===== config.mk =====
export PLATFORM = sky130hd
export DESIGN_NAME = pts_ctrl
export DESIGN_NICKNAME = d
export VERILOG_FILES = /design/src/rtl/pts_pkg.sv /design/src/rtl/pts_ctrl.sv
export SDC_FILE = /design/constraint.sdc
export NUM_CORES = 1
export LEC_CHECK = 0
export ABC_AREA = 1
export BUFFER_PORTS_ARGS = -buffer_cell sky130_fd_sc_hd__buf_2
export CAP_MARGIN = 20
export CORE_AREA = 2 2 39 41
export CTS_CLUSTER_SIZE = 12
export DETAILED_ROUTE_END_ITERATION = 6
export DIE_AREA = 0 0 41 43
export PLACE_DENSITY = 0.64
export SETUP_SLACK_MARGIN = 0.15
export SYNTH_ARGS = -nofsm -noshare
export SYNTH_HDL_FRONTEND = slang
export SYNTH_SLANG_ARGS = --single-unit

===== constraint.sdc =====
create_clock -name clk -period 3.2 [get_ports clk]
set_input_delay 0.64 -clock clk [delete_from_list [all_inputs] [get_ports clk]]
set_output_delay 0.64 -clock clk [all_outputs]
set_load 0.01 [all_outputs]

===== src/rtl/pts_pkg.sv =====
// Shared types and constants of the task slot scheduler.
`timescale 1ns / 1ps

package pts_pkg;

    localparam int NUM_SLOTS = 64;
    localparam int SLOT_AW   = $clog2(NUM_SLOTS);
    localparam int SLOT_CW   = $clog2(NUM_SLOTS + 1);
    localparam logic [31:0] NUM_SLOTS_W = 32'(NUM_SLOTS);

    localparam logic       OP_WRITE     = 1'b0;
    localparam logic       OP_SELECT    = 1'b1;
    localparam logic       STRAT_OLDEST = 1'b0;
    localparam logic       STRAT_RATIO  = 1'b1;

    localparam logic [2:0]  ST_UNUSED      = 3'd0;
    localparam logic [2:0]  ST_RUNNABLE    = 3'd3;
    localparam logic [2:0]  ST_RUNNING     = 3'd4;
    localparam logic [1:0]  PRIO_RESET     = 2'd1;
    localparam logic [15:0] WAIT_MAX       = 16'hFFFF;
    localparam logic [31:0] ZERO_DIV_SCORE = 32'd99999999;

    typedef struct packed {
        logic        op;
        logic [5:0]  slot;
        logic [2:0]  new_state;
        logic [1:0]  new_priority;
        logic [31:0] new_create_time;
        logic [31:0] new_run_time;
        logic        clear_wait;
        logic        strategy;
        logic [1:0]  wanted_priority;
        logic [31:0] now_ticks;
    } req_t;

    typedef struct packed {
        logic       found;
        logic [5:0] chosen_slot;
    } rsp_t;

    // controller -> datapath
    typedef struct packed {
        logic capture;
        logic write_slot;
        logic rd;
        logic oscan;
        logic load_nd;
        logic load_prod;
        logic cmp_ratio;
        logic fin;
        logic load_rsp;
    } pts_cmd_t;

    // datapath -> controller
    typedef struct packed {
        logic more;
        logic p_match;
    } pts_sts_t;

endpackage


===== src/rtl/pts_ctrl.sv =====
// Sequencing state machine of the task slot scheduler.
`timescale 1ns / 1ps

module pts_ctrl
    import pts_pkg::*;
(
    input  logic     clk,
    input  logic     rst_n,
    input  logic     req_valid,
    input  logic     req_op,
    input  logic     req_strategy,
    output logic     req_stall,
    output logic     rsp_valid,
    input  logic     rsp_stall,
    output pts_cmd_t cmd,
    input  pts_sts_t sts
);

    localparam logic [3:0] S_IDLE  = 4'd0;
    localparam logic [3:0] S_WRITE = 4'd1;
    localparam logic [3:0] S_OSCAN = 4'd2;
    localparam logic [3:0] S_RRD   = 4'd3;
    localparam logic [3:0] S_RND   = 4'd4;
    localparam logic [3:0] S_RMUL  = 4'd5;
    localparam logic [3:0] S_RCMP  = 4'd6;
    localparam logic [3:0] S_FIN   = 4'd7;
    localparam logic [3:0] S_DONE  = 4'd8;

    logic [3:0] state_reg;
    logic [3:0] state_next;
    logic       out_vld_reg;
    logic       out_vld_next;

    always_comb
    begin
        state_next = state_reg;
        cmd        = '0;
        case (state_reg)
            S_IDLE:
            begin
                if (req_valid)
                begin
                    cmd.capture = 1'b1;
                    if (req_op == OP_WRITE)
                        state_next = S_WRITE;
                    else if (req_strategy == STRAT_OLDEST)
                        state_next = S_OSCAN;
                    else
                        state_next = S_RRD;
                end
            end
            S_WRITE:
            begin
                cmd.write_slot = 1'b1;
                state_next     = S_DONE;
            end
            S_OSCAN:
            begin
                // read slot k while slot k-1 is scored and written back
                cmd.oscan = 1'b1;
                cmd.rd    = sts.more;
                if (!sts.more)
                    state_next = S_FIN;
            end
            S_RRD:
            begin
                cmd.rd     = 1'b1;
                state_next = S_RND;
            end
            S_RND:
            begin
                if (sts.p_match)
                begin
                    cmd.load_nd = 1'b1;
                    state_next  = S_RMUL;
                end
                else if (sts.more)
                    cmd.rd = 1'b1;
                else
                    state_next = S_FIN;
            end
            S_RMUL:
            begin
                cmd.load_prod = 1'b1;
                state_next    = S_RCMP;
            end
            S_RCMP:
            begin
                cmd.cmp_ratio = 1'b1;
                if (sts.more)
                begin
                    cmd.rd     = 1'b1;
                    state_next = S_RND;
                end
                else
                    state_next = S_FIN;
            end
            S_FIN:
            begin
                cmd.fin    = 1'b1;
                state_next = S_DONE;
            end
            S_DONE:
            begin
                if (!out_vld_reg || !rsp_stall)
                begin
                    cmd.load_rsp = 1'b1;
                    state_next   = S_IDLE;
                end
            end
            default:
            begin
                state_next = S_IDLE;
            end
        endcase
    end

    always_comb
    begin
        out_vld_next = out_vld_reg;
        if (cmd.load_rsp)
            out_vld_next = 1'b1;
        else if (out_vld_reg && !rsp_stall)
            out_vld_next = 1'b0;
    end

    always_ff @(posedge clk or negedge rst_n)
    begin
        if (!rst_n)
        begin
            state_reg   <= S_IDLE;
            out_vld_reg <= 1'b0;
        end
        else
        begin
            state_reg   <= state_next;
            out_vld_reg <= out_vld_next;
        end
    end

    assign req_stall = (state_reg != S_IDLE);
    assign rsp_valid = out_vld_reg;

endmodule


# == Word-level counts from Yosys, hierarchy flattened ==
# Cells that the tools add are included.
# Widths: inputs -> output; s select.
# word_totals
reg_bits,5
input_bits,8
output_inout_bits,11
word_cells,45
# classes
n_eq_ne,10
muxes,24
reduce_logical,9
# ops
operator,n
$pmux 4 s8,1
$mux 4,5
$eq 4x3->1 const B,4
$mux 1,16
$eq 4x2->1 const B,2
$eq 4x1->1 const B,1
$eq 4x4->1 const B,1
$logic_not 4->1,1
$ne 2x2->1 const B,2
$pmux 1 s4,1
$reduce_bool 4->1,1
$logic_not 1->1,2
$mux 2,1
$reduce_and 2->1,1
$reduce_bool 2->1,1
$reduce_or 2->1,1
$logic_and 1x1->1,1
$logic_or 1x1->1,1

# == Longest topological paths before layout ==
# Gate-level depths: netlist of the first run.
# depth
depth_word,5
ltp_mapped,7
ltp_nobuf,7

# == Worst setup path before layout of the first run ==
# OpenSTA, ideal clock, no wires.
# synth_path
path_type,input to output
from,input port sts[0] (netlist name)
to,output port cmd[6] (netlist name)
t_arrival_ns,1.085
slack_ns,1.475
cell_stages,5
cell_sequence,inv_1 > nand3_1 > o21ai_0 > inv_1 > o21ai_1
# synth_rtl
element,line_no,text
"start, declared",pts_ctrl.sv:16,input pts_sts_t sts
"end, declared",pts_ctrl.sv:15,"output pts_cmd_t cmd,"

==> results.sh, run 1 <==
export IMPL_critPathLaunchType="flip-flop"
export IMPL_tns_ps=0
export IMPL_n_antenna_cell=0
export IMPL_cts_sinks=5
export IMPL_slowest_stage="dfrtp_1"
export IMPL_pin_count=19
export IMPL_clkPwrFrac=0.136
export IMPL_drive_gt1_frac=0.337
export IMPL_area_growth_pct=30.7
export IMPL_gp_congestion=0.854
export IMPL_critPathKind="flip-flop to primary output"
export IMPL_critPathRequiredTime_ps=2560
export IMPL_grt_max_degree=8
export IMPL_clockBufferDepth=2
export IMPL_final_common_cell="nand2_1"
export IMPL_hpwl_um=800
export IMPL_cp_num_buf_inv=2
export IMPL_p_seq_frac=0.258
export IMPL_status="finished clean"
export IMPL_post_cts_buffers=0
export IMPL_drt_first_pass_iters=4
export IMPL_n_fill_cell=151
export IMPL_slowest_delay_ps=470
export IMPL_cts_resized=0
export IMPL_cts_made_buffers=3
export IMPL_final_cell_mix="19 x nand2_1, 18 x buf_2, 13 x nor2_1, 12 x inv_1, 5 x dfrtp_1"
export IMPL_wire_per_inst_um=8.88
export IMPL_port_buffers=18
export IMPL_tightest_slew_ps=283
export IMPL_pwr_density_cell_mw_per_mm2=946
export IMPL_drv_cap=0
export IMPL_die_h_um=43
export IMPL_combPwrFrac=0.607
export IMPL_hold_class="input pin to asynchronous set/reset pin"
export IMPL_swShare=0.510
export IMPL_max_freq_ghz=0.488
export IMPL_irDropWorstVdd_mv=0.476
export IMPL_ys_ff_latch=5
export IMPL_wirelength_um=959
export IMPL_antenna_found_initial=0
export IMPL_fin_skew_ps=0.856
export IMPL_crit_fanout=7
export IMPL_vias=474
export IMPL_syn_avg_cell_area_sq_um=5.92
export IMPL_clkTransAtPathRegs_ps=40
export IMPL_h_tree_depth=1
export IMPL_syn_num_nets=79
export IMPL_whs_ps=210
export IMPL_cts_tree="done"
export IMPL_crit_chain="nor2_2 -> nand3_1 -> o21ai_0 -> inv_1 -> o21ai_1 -> buf_2"
export IMPL_p_int_uw=255
export IMPL_finalMaxSlewViolations=0
export IMPL_root_buffer="clkbuf_4"
export IMPL_finalCritPeriodShare=0.640
export IMPL_switchingPower_uw=265
export IMPL_arrival_ps=1410
export IMPL_ant_nets=0
export IMPL_yosys_warnings=0
export IMPL_clk_latency_ps=230
export IMPL_fin_crit_ps=2050
export IMPL_drt_iter0_drc=17
export IMPL_rsz0062_at_grt="false"
export IMPL_setup_worst_path_end_class="primary output"
export IMPL_nNetsFinal=101
export IMPL_coreArea_sq_mm=0.00138
export IMPL_drcViolationCount=0
export IMPL_largest_reg_flops=4
export IMPL_cp_top_family="flip-flops"
export IMPL_vias_per_cell=4.39
export IMPL_grt_pass1_wl_mm=1.57
export IMPL_leakage_uw=0.000353
export IMPL_synth_cell_type_count=15
export IMPL_ctsHoldBuffers=0
export IMPL_rows=14
export IMPL_setup_viol=0
export IMPL_syn_inst=71
export IMPL_grt_ovfl_total=0
export IMPL_grt_pass1_vias=407
export IMPL_hold_violations=0
export IMPL_grt_usage=0.125
export IMPL_die_w_um=41
export IMPL_fp_dieArea_sq_mm=0.00176
export IMPL_start_util=0.304
export IMPL_slew_headroom=0.812
export IMPL_yosysSeqAreaShare=0.298
export IMPL_syn_area_sq_um=420
per-stage QoR:
| stage | cell area, sq um | total power [uW] | setup WS, ps | std cells | util |
|---|---|---|---|---|---|
| 2_1_floorplan | 420 | 361 | 1480 | 71 | - |
| 3_5_place_dp | 523 | 450 | 1260 | 104 | 0.378 |
| 3_3_place_gp | 523 | 446 | 1310 | 104 | 0.378 |
| 6_report | 549 | 520 | 1150 | 108 | 0.397 |
| 5_1_grt | 549 | 575 | 1040 | 108 | 0.397 |
| 4_1_cts | 549 | 525 | 1150 | 108 | 0.397 |
synth_stat cells:
master,n,area (sq um)
nor2_1,13,48.8
o21ai_1,1,5.00
nand2_2,3,18.8
nor3_1,2,10.0
dfrtp_1,5,125
a21oi_1,1,5.00
nand3_1,4,20.0
nand2_1,19,71.3
nor2_2,2,12.5
nor2_4,2,22.5
inv_1,12,45.0
o21ai_0,3,15.0
or2_2,1,6.26
buf_4,1,7.51
inv_2,2,7.51
cell type report:
cell class / count / area, sq um / area share
repair buffers: 18 / 90.1 / 0.164
inverters: 14 / 52.6 / 0.0957
clock buffers: 4 / 26.3 / 0.0478
well taps: 16 / 20.0 / 0.0364
multi-input cells: 51 / 235 / 0.428
flip-flops and latches: 5 / 125 / 0.228
power groups by stage:
stage	registers [uW]	clock network (uW)	logic [uW]
2_1_floorplan	128	0	233
3_3_place_gp	133	0	313
3_5_place_dp	133	0	317
4_1_cts	133	73.4	319
5_1_grt	140	79.1	356
6_report	134	70.5	315
worst register-to-register path: cells and delay by family (launching register included):
family | cells | cell delay (ps)
AO/OA/AOI/OAI | 1 | 40
buffers and inverters | 1 | 130
AND/OR/NAND/NOR | 4 | 470
flip-flops | 1 | 470
per-layer routing:
metal	wire, um	up-vias	track usage
met5	0	-	0
met4	0	0	0.0600
met3	49	0	0
met2	495	10	0.203
met1	414	210	0.164
li1	-	254	-
cells by family after synthesis:
family,share of synthesized area
buffers and inverters,0.143
and+or+nand+nor,0.500
AOI/OAI and AO/OA,0.0595
DFF,0.298
path summary, 6_finish.rpt:
| check | to | cells after the start | from | slack (ps) |
|---|---|---|---|---|
| setup / recovery | cmd[6] | 6 | state_reg[1] | 1150 |
| hold / removal | state_reg[2] | 1 | rst_n | 210 |
| setup reg to reg | state_reg[1] | 6 | state_reg[1] | 1970 |
| hold reg to reg | rsp_valid | 2 | rsp_valid | 500 |
| max in group asynchronous | state_reg[1] | 1 | rst_n | 2860 |
| min in group clk | rsp_valid | 2 | rsp_valid | 500 |
(Power assumes the default switching activity.)
==> run 2, diff against run 1 <==
- clock period: 3.2 -> 1.98 ns (I/O delays scaled with it)
==> run 2 against run 1 <==
Count of clock-buffer cells in the layout is the same. Register-to-register slack got worse by 1100 ps. Die area did not move. Via count is 1.3% higher. First-iteration DRC count shrank 5.9%. Combinational power rose by 83%. Cell count rose by 3.7%. Non-clock buffer count increased by 4. Sequential power rose by 68%. Sequential cell count is the same. Sequential share of layout area fell by 1.4 points. Global-route usage shrank 1.2 points. Critical endpoint unchanged. Largest cell class unchanged.
==> results.sh, run 2 (synthesis results as in run 1) <==
export IMPL_p_int_uw=465
export IMPL_slew_headroom=0.844
export IMPL_coreArea_sq_mm=0.00138
export IMPL_wl_met1_um=437
export IMPL_tns_ps=0
export IMPL_hold_violations=0
export IMPL_max_freq_ghz=0.580
export IMPL_crit_fanout=5
export IMPL_hold_class="input pin to flip-flop"
export IMPL_fin_skew_ps=4.51
export IMPL_grt_pass1_wl_mm=1.42
export IMPL_fin_crit_ps=1720
export IMPL_drive_gt1_frac=0.396
export IMPL_setup_viol=0
export IMPL_drcViolationCount=0
export IMPL_largest_reg_flops=4
export IMPL_port_buffers=18
export IMPL_clk_latency_ps=240
export IMPL_critPathLaunchType="flip-flop"
export IMPL_finalCritPeriodShare=0.870
export IMPL_ant_nets=0
export IMPL_clockBufferDepth=2
export IMPL_final_cell_mix="19 x nand2_1, 18 x buf_2, 13 x nor2_1, 11 x inv_1, 4 x nand3_1"
export IMPL_wirelength_um=974
export IMPL_root_buffer="clkbuf_4"
export IMPL_irDropWorstVdd_mv=0.578
export IMPL_h_tree_depth=1
export IMPL_vias_per_cell=4.29
export IMPL_grt_usage=0.113
export IMPL_n_antenna_cell=0
export IMPL_grt_pass1_vias=380
export IMPL_finalMaxSlewViolations=0
export IMPL_rows=14
export IMPL_drt_first_pass_iters=4
export IMPL_preCtsSetupSlack_ps=454
export IMPL_fp_dieArea_sq_mm=0.00176
export IMPL_clkTransAtPathRegs_ps=40
export IMPL_p_seq_frac=0.246
export IMPL_start_util=0.304
export IMPL_die_w_um=41
export IMPL_pwr_density_cell_mw_per_mm2=1530
export IMPL_tightest_slew_ps=232
export IMPL_cts_made_buffers=3
export IMPL_crit_chain="nor2_4 -> nand3_1 -> o21ai_0 -> inv_1 -> o21ai_1 -> buf_2"
export IMPL_rsz0062_at_grt="false"
export IMPL_clkPwrFrac=0.126
export IMPL_grt_max_degree=8
export IMPL_combPwrFrac=0.628
export IMPL_gp_congestion=0.760
export IMPL_rr_worst_depth=7
export IMPL_cts_tree="done"
export IMPL_wire_per_inst_um=8.70
export IMPL_vias=480
export IMPL_antenna_found_initial=0
export IMPL_cts_sinks=5
export IMPL_setup_worst_path_end_class="primary output"
export IMPL_switchingPower_uw=450
export IMPL_status="finished clean"
export IMPL_fin_ws_ps=257
export IMPL_grt_ovfl_total=0
export IMPL_timing_hold_worst_path_depth=3
export IMPL_met2WireLength_um=490
export IMPL_die_h_um=43
export IMPL_slowest_delay_ps=450
export IMPL_wl_met3_um=46
export IMPL_final_common_cell="nand2_1"
export IMPL_pin_count=19
export IMPL_leakage_uw=0.000371
export IMPL_drv_cap=0
export IMPL_critPathKind="flip-flop to primary output"
export IMPL_nNetsFinal=105
export IMPL_drt_iter0_drc=16
export IMPL_area_growth_pct=42.0
export IMPL_swShare=0.492
export IMPL_critPathRequiredTime_ps=1580
export IMPL_arrival_ps=1330
export IMPL_top_layer="met3"
export IMPL_hpwl_um=777
export IMPL_slowest_stage="dfrtp_2"
## run 2: critical path, delay by kind of cell (launching register included)
family                 cells  cell delay [ps]
and+or+nand+nor            2              260
DFF                        1              450
buffers and inverters      2              180
AOI/OAI and AO/OA          2              190
## run 2: layout make-up
type | instances | area [sq um]
fillers | 151 | 787
multi-input cells | 51 | 245
flip-flops and latches | 5 | 128
repair buffers | 22 | 123
inverters | 14 | 55.1
clock buffers | 4 | 26.3
well taps | 16 | 20.0
## run 2: timing repair
item,CTS,global route
resized for setup,0,6
endpoints found under the setup margin,0,2
hold buffers,1,0
setup buffers,0,3
hold endpoints to repair,5,0
## run 2: worst paths after layout
check / start / to / slack, ps
worst max register to register: state_reg[3] / state_reg[0] / 840
min in group asynchronous: rst_n / state_reg[3] / 510
max in group asynchronous: rst_n / state_reg[1] / 1330
worst max-delay path: state_reg[0] / cmd[6] / 260
worst min register to register: rsp_valid / rsp_valid / 490
worst min-delay path: rsp_stall / rsp_valid / 380
## run 2: layer usage
metal | vias up | track usage
met5 | - | 0
met4 | 0 | 0.0200
met3 | 0 | 0.0314
met2 | 12 | 0.178
met1 | 208 | 0.151
li1 | 260 | -
## run 2: power groups by stage
stage / Sequential, uW / Combinational [uW] / Clock (uW)
after floorplan: 207 / 377 / 0
after global placement: 211 / 516 / 0
after detailed placement: 212 / 513 / 0
after CTS: 211 / 518 / 120
after global routing: 237 / 652 / 124
final: 225 / 575 / 115
## run 2: metrics by stage
step | instance area [sq um] | hold WS (ps) | cells | total power, uW | util
floorplan | 420 | 100 | 71 | 583 | -
global placement | 523 | 214 | 104 | 727 | 0.378
detailed placement | 523 | 212 | 104 | 725 | 0.378
CTS | 559 | 371 | 109 | 849 | 0.404
global route | 597 | 381 | 112 | 1010 | 0.431
finish | 597 | 376 | 112 | 916 | 0.431
==> run 3, diff against run 2 <==
- BUFFER_PORTS_ARGS: -buffer_cell sky130_fd_sc_hd__buf_2 -> -buffer_cell sky130_fd_sc_hd__buf_4
- RECOVER_POWER: not set -> 100
==> run 3 against run 2 <==
Highest routed layer unchanged. Sequential share of layout area down 0.86 points. Via count up 2.3%. Clock skew shrank 3.5 ps. Combinational power is 1% higher. Count of clock-buffer cells in the layout did not move. Non-clock buffer count up 1. Cell count rose by 0.89%.
==> results.sh, run 3 (synthesis results as in run 1) <==
export IMPL_status="finished clean"
export IMPL_tns_ps=0
export IMPL_wire_per_inst_um=9.36
export IMPL_fp_dieArea_sq_mm=0.00176
export IMPL_drive_gt1_frac=0.309
export IMPL_gp_congestion=0.748
export IMPL_root_buffer="clkbuf_4"
export IMPL_drt_iter0_drc=6
export IMPL_ant_nets=0
export IMPL_n_antenna_cell=0
export IMPL_tightest_slew_ps=291
export IMPL_critPathRequiredTime_ps=1580
export IMPL_register_area_sq_um=126
export IMPL_finalMaxSlewViolations=0
export IMPL_hold_class="input pin to flip-flop"
export IMPL_grt_pass1_vias=416
export IMPL_rsz0062_at_grt="true"
export IMPL_irDropWorstVdd_mv=0.675
export IMPL_drt_first_pass_iters=5
export IMPL_whs_ps=374
export IMPL_arrival_ps=1390
export IMPL_die_h_um=43
export IMPL_grt_pass1_wl_mm=1.58
export IMPL_vias=491
export IMPL_setup_viol=0
export IMPL_fin_crit_ps=1780
export IMPL_n_fill_cell=158
export IMPL_rows=14
export IMPL_clk_latency_ps=240
export IMPL_critPathLaunchType="flip-flop"
export IMPL_hpwl_um=811
export IMPL_largest_reg_flops=4
export IMPL_wirelength_mm=1.06
export IMPL_hold_violations=0
export IMPL_final_cell_mix="19 x nand2_1, 14 x nor2_1, 14 x buf_4, 11 x inv_1, 9 x clkbuf_1"
export IMPL_grt_usage=0.125
export IMPL_critPathKind="flip-flop to primary output"
export IMPL_pin_count=19
export IMPL_cts_sinks=5
export IMPL_crit_fanout=5
export IMPL_cts_made_buffers=3
export IMPL_coreArea_sq_mm=0.00138
export IMPL_die_w_um=41
export IMPL_layout_cells_non_filler=113
export IMPL_fin_skew_ps=1.03
export IMPL_multi_input_area_sq_um=243
export IMPL_antenna_found_initial=0
export IMPL_cts_tree="done"
export IMPL_grt_max_degree=8
export IMPL_pwr_density_cell_mw_per_mm2=1510
export IMPL_port_buffers=18
export IMPL_vias_per_cell=4.35
export IMPL_clkTransAtPathRegs_ps=40
export IMPL_grt_ovfl_total=0
export IMPL_fin_ws_ps=197
export IMPL_drcViolationCount=0
export IMPL_drv_cap=0
export IMPL_setup_worst_path_end_class="primary output"
export IMPL_finalCritPeriodShare=0.901
export IMPL_placed_cells=104
export IMPL_leakage_uw=0.000354
export IMPL_area_growth_pct=46.4
export IMPL_preCtsSetupSlack_ps=413
export IMPL_max_freq_ghz=0.561
export IMPL_final_common_cell="nand2_1"
export IMPL_clockBufferDepth=2
export IMPL_slew_headroom=0.806
export IMPL_nNetsFinal=106
export IMPL_start_util=0.304
export IMPL_h_tree_depth=1
## run 3: changes by cell type in the layout (fill, tap and decap cells not counted), sizes merged
cell,previous run,this run
clkbuf,4,12
buf,21,14
## run 3: final timing paths
path | from | to | slack [ps] | depth (start not counted)
worst max-delay path | state_reg[0] | cmd[7] | 200 | 4
worst min-delay path | rsp_stall | rsp_valid | 370 | 3
worst max register to register | state_reg[0] | state_reg[0] | 720 | 7
worst min register to register | rsp_valid | rsp_valid | 490 | 2
max in group asynchronous | rst_n | state_reg[1] | 1200 | 2
min in group asynchronous | rst_n | state_reg[3] | 550 | 2
## run 3: final cells by class
cell class | count | share of cell area
Sequential cell | 5 | 0.205
Timing Repair Buffer | 23 | 0.236
Tap cell | 16 | 0.0325
Multi-Input combinational cell | 51 | 0.394
Inverter | 14 | 0.0894
Clock buffer | 4 | 0.0427
## run 3: report_power, final
part | internal, uW | switching (uW) | total, uW
combinational | 241 | 341 | 582
clock | 76.1 | 40.4 | 117
sequential | 152 | 76.3 | 229
total | 469 | 458 | 927
## run 3: repair_timing
item	4_1_cts	5_1_grt
hold endpoints to repair	5	0
hold buffers	1	0
endpoints found under the setup margin	0	2
resized for setup	0	7
buffers inserted	0	4
## run 3: metal layers
layer,vias up,wire length (um),track usage
li1,261,-,-
met1,214,446,0.190
met2,16,554,0.178
met3,0,57,0.0157
met4,0,0,0.0400
met5,-,0,0
## run 3: stage by stage
stage	instance area (sq um)	total power, uW	util
after floorplan	420	583	-
after global placement	568	777	0.410
after detailed placement	568	771	0.410
after CTS	604	895	0.437
after global routing	616	1020	0.445
final	616	927	0.445
## run 3: critical path: stages, from the launching register on
cell,delay [ps]
dfrtp_1,500
inv_4,60
clkbuf_1,140
nor3_1,270
clkbuf_1,190
